[config.mk]
export PLATFORM = sky130hd
export DESIGN_NAME = agbkf_ctrl
export DESIGN_NICKNAME = d
export VERILOG_FILES = /design/src/rtl/agbkf_pkg.sv /design/src/rtl/agbkf_ctrl.sv
export SDC_FILE = /design/constraint.sdc
export NUM_CORES = 1
export LEC_CHECK = 0
export ABC_AREA = 1
export CELL_PAD_IN_SITES_DETAIL_PLACEMENT = 1
export CELL_PAD_IN_SITES_GLOBAL_PLACEMENT = 2
export CORE_MARGIN = 1.5
export CORE_UTILIZATION = 36
export CTS_CLUSTER_DIAMETER = 100
export DETAILED_ROUTE_END_ITERATION = 8
export DONT_BUFFER_PORTS = 1
export PLACE_DENSITY_LB_ADDON = 0.1
export SYNTH_ARGS = -nofsm -noshare
export SYNTH_HDL_FRONTEND = slang
export SYNTH_SLANG_ARGS = --single-unit
[constraint.sdc]
create_clock -name clk -period 2.2 [get_ports clk]
set_clock_uncertainty 0.1 [all_clocks]
set_input_delay 0.11 -clock clk [delete_from_list [all_inputs] [get_ports clk]]
set_output_delay 0.11 -clock clk [all_outputs]
set_load 0.01 [all_outputs]
[src/rtl/agbkf_pkg.sv]
package agbkf_pkg;

    localparam int AXIS_W = 2;
    localparam int DATA_W = 32;
    localparam int CFG_IDX_W = 2;

    // Register reset values
    localparam logic [30:0] ANGLE_NOISE_RST = 31'd1073742;
    localparam logic [30:0] BIAS_NOISE_RST = 31'd3221225;
    localparam logic [30:0] MEAS_NOISE_RST = 31'd536870912;
    localparam logic [31:0] TIME_STEP_RST = 32'd42949673;
    localparam logic signed [31:0] Q30_ONE = 32'sh4000_0000;

    typedef enum logic [CFG_IDX_W-1:0] {
        CFG_ANGLE_NOISE = 2'd0,
        CFG_BIAS_NOISE = 2'd1,
        CFG_MEAS_NOISE = 2'd2,
        CFG_TIME_STEP = 2'd3
    } cfg_idx_t;

    // Multiply steps: five predict steps, then six correct steps
    typedef enum logic [3:0] {
        STEP_ANG_P = 4'd0,
        STEP_AA_P = 4'd1,
        STEP_AB_P = 4'd2,
        STEP_BA_P = 4'd3,
        STEP_BB_P = 4'd4,
        STEP_BA_C = 4'd5,
        STEP_BB_C = 4'd6,
        STEP_AA_C = 4'd7,
        STEP_AB_C = 4'd8,
        STEP_ANG_C = 4'd9,
        STEP_BIAS_C = 4'd10
    } step_t;

    typedef struct packed {
        logic load;
        logic mul_en;
        step_t step;
        logic div_start;
        logic store;
    } ctrl_cmd_t;

    typedef struct packed {
        logic axis_ok;
        logic div_done;
        logic out_free;
    } ctrl_sts_t;

    // Clamp to the signed 32-bit range
    function automatic logic signed [31:0] sat32(input logic signed [39:0] v);
        logic signed [31:0] r;
        if (v > 40'sd2147483647)
            r = 32'sh7FFF_FFFF;
        else if (v < -40'sd2147483648)
            r = 32'sh8000_0000;
        else
            r = v[31:0];
        return r;
    endfunction

endpackage

[src/rtl/agbkf_ctrl.sv]
module agbkf_ctrl (
    input  logic                  clk,
    input  logic                  rst_n,
    input  logic                  in_valid,
    output logic                  in_ready,
    output agbkf_pkg::ctrl_cmd_t  cmd,
    input  agbkf_pkg::ctrl_sts_t  sts
);

    typedef enum logic [6:0] {
        S_IDLE  = 7'b0000001,
        S_PRED  = 7'b0000010,
        S_DIVS  = 7'b0000100,
        S_DIVW  = 7'b0001000,
        S_CORR  = 7'b0010000,
        S_WB    = 7'b0100000,
        S_STORE = 7'b1000000
    } state_t;

    state_t state_reg, state_next;
    agbkf_pkg::step_t step_reg, step_next;
    logic accept;

    assign in_ready = (state_reg == S_IDLE);
    assign accept = in_valid && in_ready;

    // Sequencer
    always_comb
    begin
        state_next = state_reg;
        step_next = step_reg;
        cmd = '0;
        cmd.step = step_reg;
        unique case (state_reg)
            S_IDLE:
            begin
                cmd.load = accept;
                if (accept)
                begin
                    step_next = agbkf_pkg::STEP_ANG_P;
                    state_next = sts.axis_ok ? S_PRED : S_STORE;
                end
            end
            S_PRED:
            begin
                cmd.mul_en = 1'b1;
                if (step_reg == agbkf_pkg::STEP_BB_P)
                begin
                    step_next = agbkf_pkg::STEP_BA_C;
                    state_next = S_DIVS;
                end
                else
                    step_next = agbkf_pkg::step_t'(step_reg + 4'd1);
            end
            S_DIVS:
            begin
                cmd.div_start = 1'b1;
                state_next = S_DIVW;
            end
            S_DIVW:
            begin
                if (sts.div_done)
                    state_next = S_CORR;
            end
            S_CORR:
            begin
                cmd.mul_en = 1'b1;
                if (step_reg == agbkf_pkg::STEP_BIAS_C)
                    state_next = S_WB;
                else
                    step_next = agbkf_pkg::step_t'(step_reg + 4'd1);
            end
            S_WB:
            begin
                state_next = S_STORE;
            end
            S_STORE:
            begin
                cmd.store = sts.out_free;
                if (sts.out_free)
                    state_next = S_IDLE;
            end
            default:
            begin
                state_next = S_IDLE;
            end
        endcase
    end

    always_ff @(posedge clk or negedge rst_n)
    begin
        if (!rst_n)
        begin
            state_reg <= S_IDLE;
            step_reg <= agbkf_pkg::STEP_ANG_P;
        end
        else
        begin
            state_reg <= state_next;
            step_reg <= step_next;
        end
    end

    // Checks
    a_accept_leaves_idle: assert property (@(posedge clk) disable iff (!rst_n)
        accept |=> state_reg != S_IDLE)
        else $error("accepted transaction did not start processing");

    a_div_done_in_wait: assert property (@(posedge clk) disable iff (!rst_n)
        sts.div_done |-> state_reg == S_DIVW)
        else $error("divider finished outside the wait state");

    a_store_returns_idle: assert property (@(posedge clk) disable iff (!rst_n)
        (state_reg == S_STORE && sts.out_free) |=> state_reg == S_IDLE)
        else $error("store did not complete the transaction");

endmodule

## After elaboration in Yosys (flattened, before gate mapping)

Index checks and enable logic that the tools add are counted.

| word-level totals | value |
|---|---|
| bits in writable memories | 0 |
| memories | 0 |
| bits of input ports | 6 |
| register bits | 11 |
| latch bits | 0 |
| ROM bits | 0 |
| word-level logic and storage cells | 38 |
| output and inout bits | 9 |

| operators by class | value |
|---|---|
| equal/unequal tests | 15 |
| multipliers | 0 |
| bitwise operators | 0 |
| $add $sub $neg | 1 |
| $lt $le $gt $ge | 0 |
| reduce and logical (&&, ||, !) cells | 5 |
| div/mod/pow operators | 0 |
| shift-type cells | 0 |
| multiplexer cells | 15 |

Operator list:

| kind | number |
|---|---|
| one-hot mux 7 bit (7 select lines) | 1 |
| 2-to-1 mux 7 bit | 6 |
| 2-to-1 mux 4 bit | 3 |
| one-hot mux 4 bit (3 select lines) | 1 |
| inequality test 2 bit (second input constant) | 5 |
| equality test 7 x 1 -> 1 bit (second input constant) | 1 |
| equality test 7 x 2 -> 1 bit (second input constant) | 1 |
| equality test 7 x 3 -> 1 bit (second input constant) | 1 |
| equality test 7 x 4 -> 1 bit (second input constant) | 1 |
| equality test 7 x 5 -> 1 bit (second input constant) | 1 |
| equality test 7 x 6 -> 1 bit (second input constant) | 1 |
| equality test 7 bit (second input constant) | 1 |
| AND reduction 5 bit | 1 |
| adder 4 x 1 -> 4 bit (second input constant) | 1 |
| equality test 4 x 3 -> 1 bit (second input constant) | 1 |
| equality test 4 bit (second input constant) | 1 |
| 2-to-1 mux 1 bit | 4 |
| AND reduction 3 bit | 1 |
| nonzero test 3 bit | 1 |
| inequality test 2 x 1 -> 1 bit (second input constant) | 1 |
| OR reduction 2 bit | 1 |
| logical AND 1 bit | 1 |

## Longest topological paths before layout

| logic depth | value |
|---|---|
| depth after elaboration | 4 |
| gate-level depth with buffers | 9 |
| gate-level depth less buffers | 9 |

## Worst setup path after synthesis

No wires, ideal clock.

| timing | value |
|---|---|
| path type | reg-to-reg |
| start | register step_reg[0] |
| end | register state_reg[6] |
| data arrival time | 1,234 ps |
| library setup time | 66 ps |
| clock period less this slack | 1,401 ps |
| slack | 799 ps |
| path buffers | 0 |
| stages on the path, launching flop included | 9 |
| data required time | 2,034 ps |
| path through | dfrtp_1 inv_1 ha_1 nand3_1 nand3_2 nand2_1 nor2_1 nand3_1 nand2_1 |

| on the way | value |
|---|---|
| cells in the longest elaborated chain, start to end | 3 |
| elaborated cells between the ends (all ways) | 5 |
| classes of those cells | eq/ne (4); reduce/logical (1) |

Ends and longest elaborated chain:

| what | RTL line | source |
|---|---|---|
| from (decl) | agbkf_ctrl.sv:21 | `agbkf_pkg::step_t step_reg, step_next;` |
| from (signal assigned) | agbkf_ctrl.sv:95 | `step_reg <= agbkf_pkg::STEP_ANG_P;` |
| from (signal assigned) | agbkf_ctrl.sv:100 | `step_reg <= step_next;` |
| equality test 4 bit or equality test 4 x 3 -> 1 bit (tied branches) | agbkf_ctrl.sv:68, agbkf_ctrl.sv:47 |  |
| inequality test 2 bit (no source line) | -- |  |
| AND reduction 5 bit (no source line) (*) | -- |  |
| to (signal assigned) | agbkf_ctrl.sv:99 | `state_reg <= state_next;` |
| to (decl) | agbkf_ctrl.sv:20 | `state_t state_reg, state_next;` |

Every way passes the cells marked *; elsewhere a longest branch is shown, timed or not.
A chain may end at the register's enable or synchronous reset.

==> insert_results.sql <==
INSERT INTO impl_metrics (metric_group, metric, value, unit) VALUES
('pwr', 'static-leakage-power', '0.510', 'nW'),
('detailed_routing', 'drt_pass1_iterations', '4', ''),
('yosys', 'synth.top_cell.area_share', '29.7', '%'),
('cts', 'worst_setup_hold_path_clk_slew', '0.07', 'ns'),
('detailed_routing', 'drc', '0', ''),
('critical_path', 'critical_path_required', '1.99', 'ns'),
('floorplan', 'die_h', '51.4', 'um'),
('yosys', 'synthArstFlopShare', '100', '%'),
('yosys', 'synth_enable_flop_cells', '0', ''),
('yosys', 'synth.top_cells.by_area', 'sky130_fd_sc_hd__dfrtp_1, sky130_fd_sc_hd__nand2_1, sky130_fd_sc_hd__nand2_2, sky130_fd_sc_hd__nand3_1, sky130_fd_sc_hd__inv_1', ''),
('placement', 'placed_area', '877', 'um2'),
('detailed_routing', 'antenna_violating_nets_post_route', '0', ''),
('global_route', 'use_met2', '35.9', '%'),
('sta', 'setup-tns-final', '0', 'ns'),
('sta', 'report.final.hold_viol_count', '1', ''),
('yosys', 'flops_latches_synth', '11', ''),
('critical_path', 'start_kind', 'flop', ''),
('global_route', 'grt_pass1_vias', '800', ''),
('sta', 'setup_viol', '0', ''),
('critical_path', 'arrival', '1.51', 'ns'),
('final_layout', 'largest_register_ffs', '7', ''),
('yosys', 'yosys.cell_types.count', '23', ''),
('pwr', 'worst_ir_drop_vdd', '0.000379', 'V'),
('sta', 'final_critical_path_time_including_i_o_delays_and_setup', '1.72', 'ns'),
('floorplan', 'dieArea', '2640', 'um2'),
('cts', 'cts_buffer_depth', '2', ''),
('final_layout', 'layout.area.seq', '277', 'um2'),
('floorplan', 'core_area', '2210', 'um2'),
('final_layout', 'drive_above_1_share', '25.6', '%'),
('pwr', 'p_clk_share', '15.5', '%'),
('yosys', 'synth-warning-count', '0', ''),
('final_layout', 'final_net_count', '135', ''),
('detailed_routing', 'viasPerCell', '4.84', ''),
('sta', 'rsz_0062_raised_after_global_routing', 'no', ''),
('global_route', 'grt_use_total', '19.6', '%'),
('yosys', 'synth_common_cells', 'sky130_fd_sc_hd__nand2_1, sky130_fd_sc_hd__inv_1, sky130_fd_sc_hd__nor2_1', ''),
('sta', 'tightestPinTransition', '0.550', 'ns'),
('pwr', 'switching_share', '49.5', '%'),
('sta', 'finalMaxSlewViolations', '0', ''),
('cts', 'tritoncts.num_buffers', '3', ''),
('sta', 'layout_worst_path_cycle_share', '78.2', '%'),
('final_layout', 'antenna_cells_inserted', '0', ''),
('sta', 'max_freq', '582', 'MHz'),
('outcome', 'outcome', 'complete, but fails checks', ''),
('floorplan', 'initial_core_util', '38.1', '%'),
('pwr', 'p_int', '470', 'uW'),
('final_layout', 'syn2layout_area_growth', '13.2', '%'),
('min_path', 'hp-class', 'in2reg', ''),
('placement', 'port_buffers', '0', ''),
('critical_path', 'timing.setup.critical_path_class', 'reg2out', ''),
('placement', 'routability_congestion', '0.746', ''),
('critical_path', 'critical_path.max_fanout', '4', ''),
('yosys', 'synth.most_common_cell', 'sky130_fd_sc_hd__nand2_1', ''),
('placement', 'detailedPlacementHpwl', '1760', 'um'),
('floorplan', 'std_cell_rows', '17', ''),
('yosys', 'synth_area', '842', 'um2'),
('floorplan', 'die_width', '51.4', 'um'),
('global_route', 'globalRoute.busiestLayer', 'met2', ''),
('pwr', 'power.density', '975', 'nW/um2'),
('detailed_routing', 'routed_wl_per_cell', '14.3', 'um'),
('sta', 'timing.slew.headroom', '63.2', '%'),
('cts', 'post_cts_buffers', '0', ''),
('sta', 'holdWs', '-0.0137', 'ns'),
('final_layout', 'multi_input_area', '498', 'um2'),
('detailed_routing', 'detailroute.via_count', '740', ''),
('yosys', 'synth_fp_nets', '125', ''),
('cts', 'clk_latency', '0.28', 'ns'),
('cts', 'cts_root_buffer_type', 'sky130_fd_sc_hd__clkbuf_4', ''),
('pwr', 'p_seq_share', '29.8', '%'),
('outcome', 'violations', 'negative hold slack', ''),
('global_route', 'wire_length_of_the_first_global_routing_pass', '3700', 'um');
stage by stage:
step           std cells  power [mW]  util (%)  worst slack, ns  hold slack (ns)
2_1_floorplan        116       0.690         -            0.799           -0.286
3_3_place_gp         144       0.774      39.6            0.567           -0.285
3_5_place_dp         144       0.785      39.6            0.541           -0.285
4_1_cts              153       0.947      43.1            0.466          0.00687
5_1_grt              153        1.01      43.1            0.390           0.0338
6_report             153       0.930      43.1            0.481          -0.0137
power by group through the flow:
stage	registers [mW]	logic, mW	clock network (mW)
final	0.278	0.508	0.144
after global routing	0.285	0.572	0.154
after CTS	0.279	0.523	0.145
after detailed placement	0.281	0.505	0
after global placement	0.279	0.495	0
after floorplan	0.274	0.416	0
worst paths after layout:
path,endpoint,from,cells after the start,slack [ns]
max reg2reg,step_reg[2],step_reg[0],8,0.53
min,state_reg[0],in_valid,3,-0.01
min reg2reg,step_reg[3],step_reg[3],2,0.53
min in group asynchronous,step_reg[2],rst_n,1,0.15
max,cmd[7],state_reg[0],6,0.48
max in group asynchronous,state_reg[0],rst_n,1,1.48
worst max-delay path: stages, from the launching register on:
cell and delay, ns:
sky130_fd_sc_hd__dfstp_2 0.55, sky130_fd_sc_hd__inv_1 0.07, sky130_fd_sc_hd__nor2_2 0.09, sky130_fd_sc_hd__nand2_2 0.09, sky130_fd_sc_hd__nor2_8 0.15, sky130_fd_sc_hd__inv_2 0.08, sky130_fd_sc_hd__nor2_2 0.20
cell type report:
type | instances | area share [%]
multi-input cells | 87 | 52.2
flip-flops and latches | 11 | 29.0
inverters | 18 | 7.09
repair buffers | 5 | 5.25
well taps | 28 | 3.67
clock buffers | 4 | 2.76
layer usage:
layer	wire length [um]	up-vias
li1	-	374
met1	851	348
met2	1210	13
met3	74	5
met4	48	0
met5	0	-
logic make-up (layout without fill, tap and decap cells):
| logic type | after synthesis | count (layout) | share of synthesized area [%] |
|---|---|---|---|
| xor gates and xnor gates | 2 | 2 | 2.08 |
| adders and majority gates | 3 | 3 | 4.46 |
| and+or+nand+nor | 75 | 75 | 47.7 |
| buffers and inverters | 18 | 27 | 8.02 |
| AOI/OAI and AO/OA | 7 | 7 | 4.90 |
| DFF | 11 | 11 | 32.8 |
repair_timing:
action	CTS	global route
gates resized for setup	0	0
endpoints found under the hold margin	15	0
hold buffers	5	0
layout by cell type, fill, tap and decap left out, drive strengths merged, types with 3 or more instances in the layout:
cell type    netlist  final
dfrtp             10     10
inv               18     18
nand3             11     11
dlygate4sd3        0      5
nor2              22     22
nand2             39     39
ha                 3      3
o21ai              4      4
clkbuf             0      4
Power figures use the tool's default switching activity.
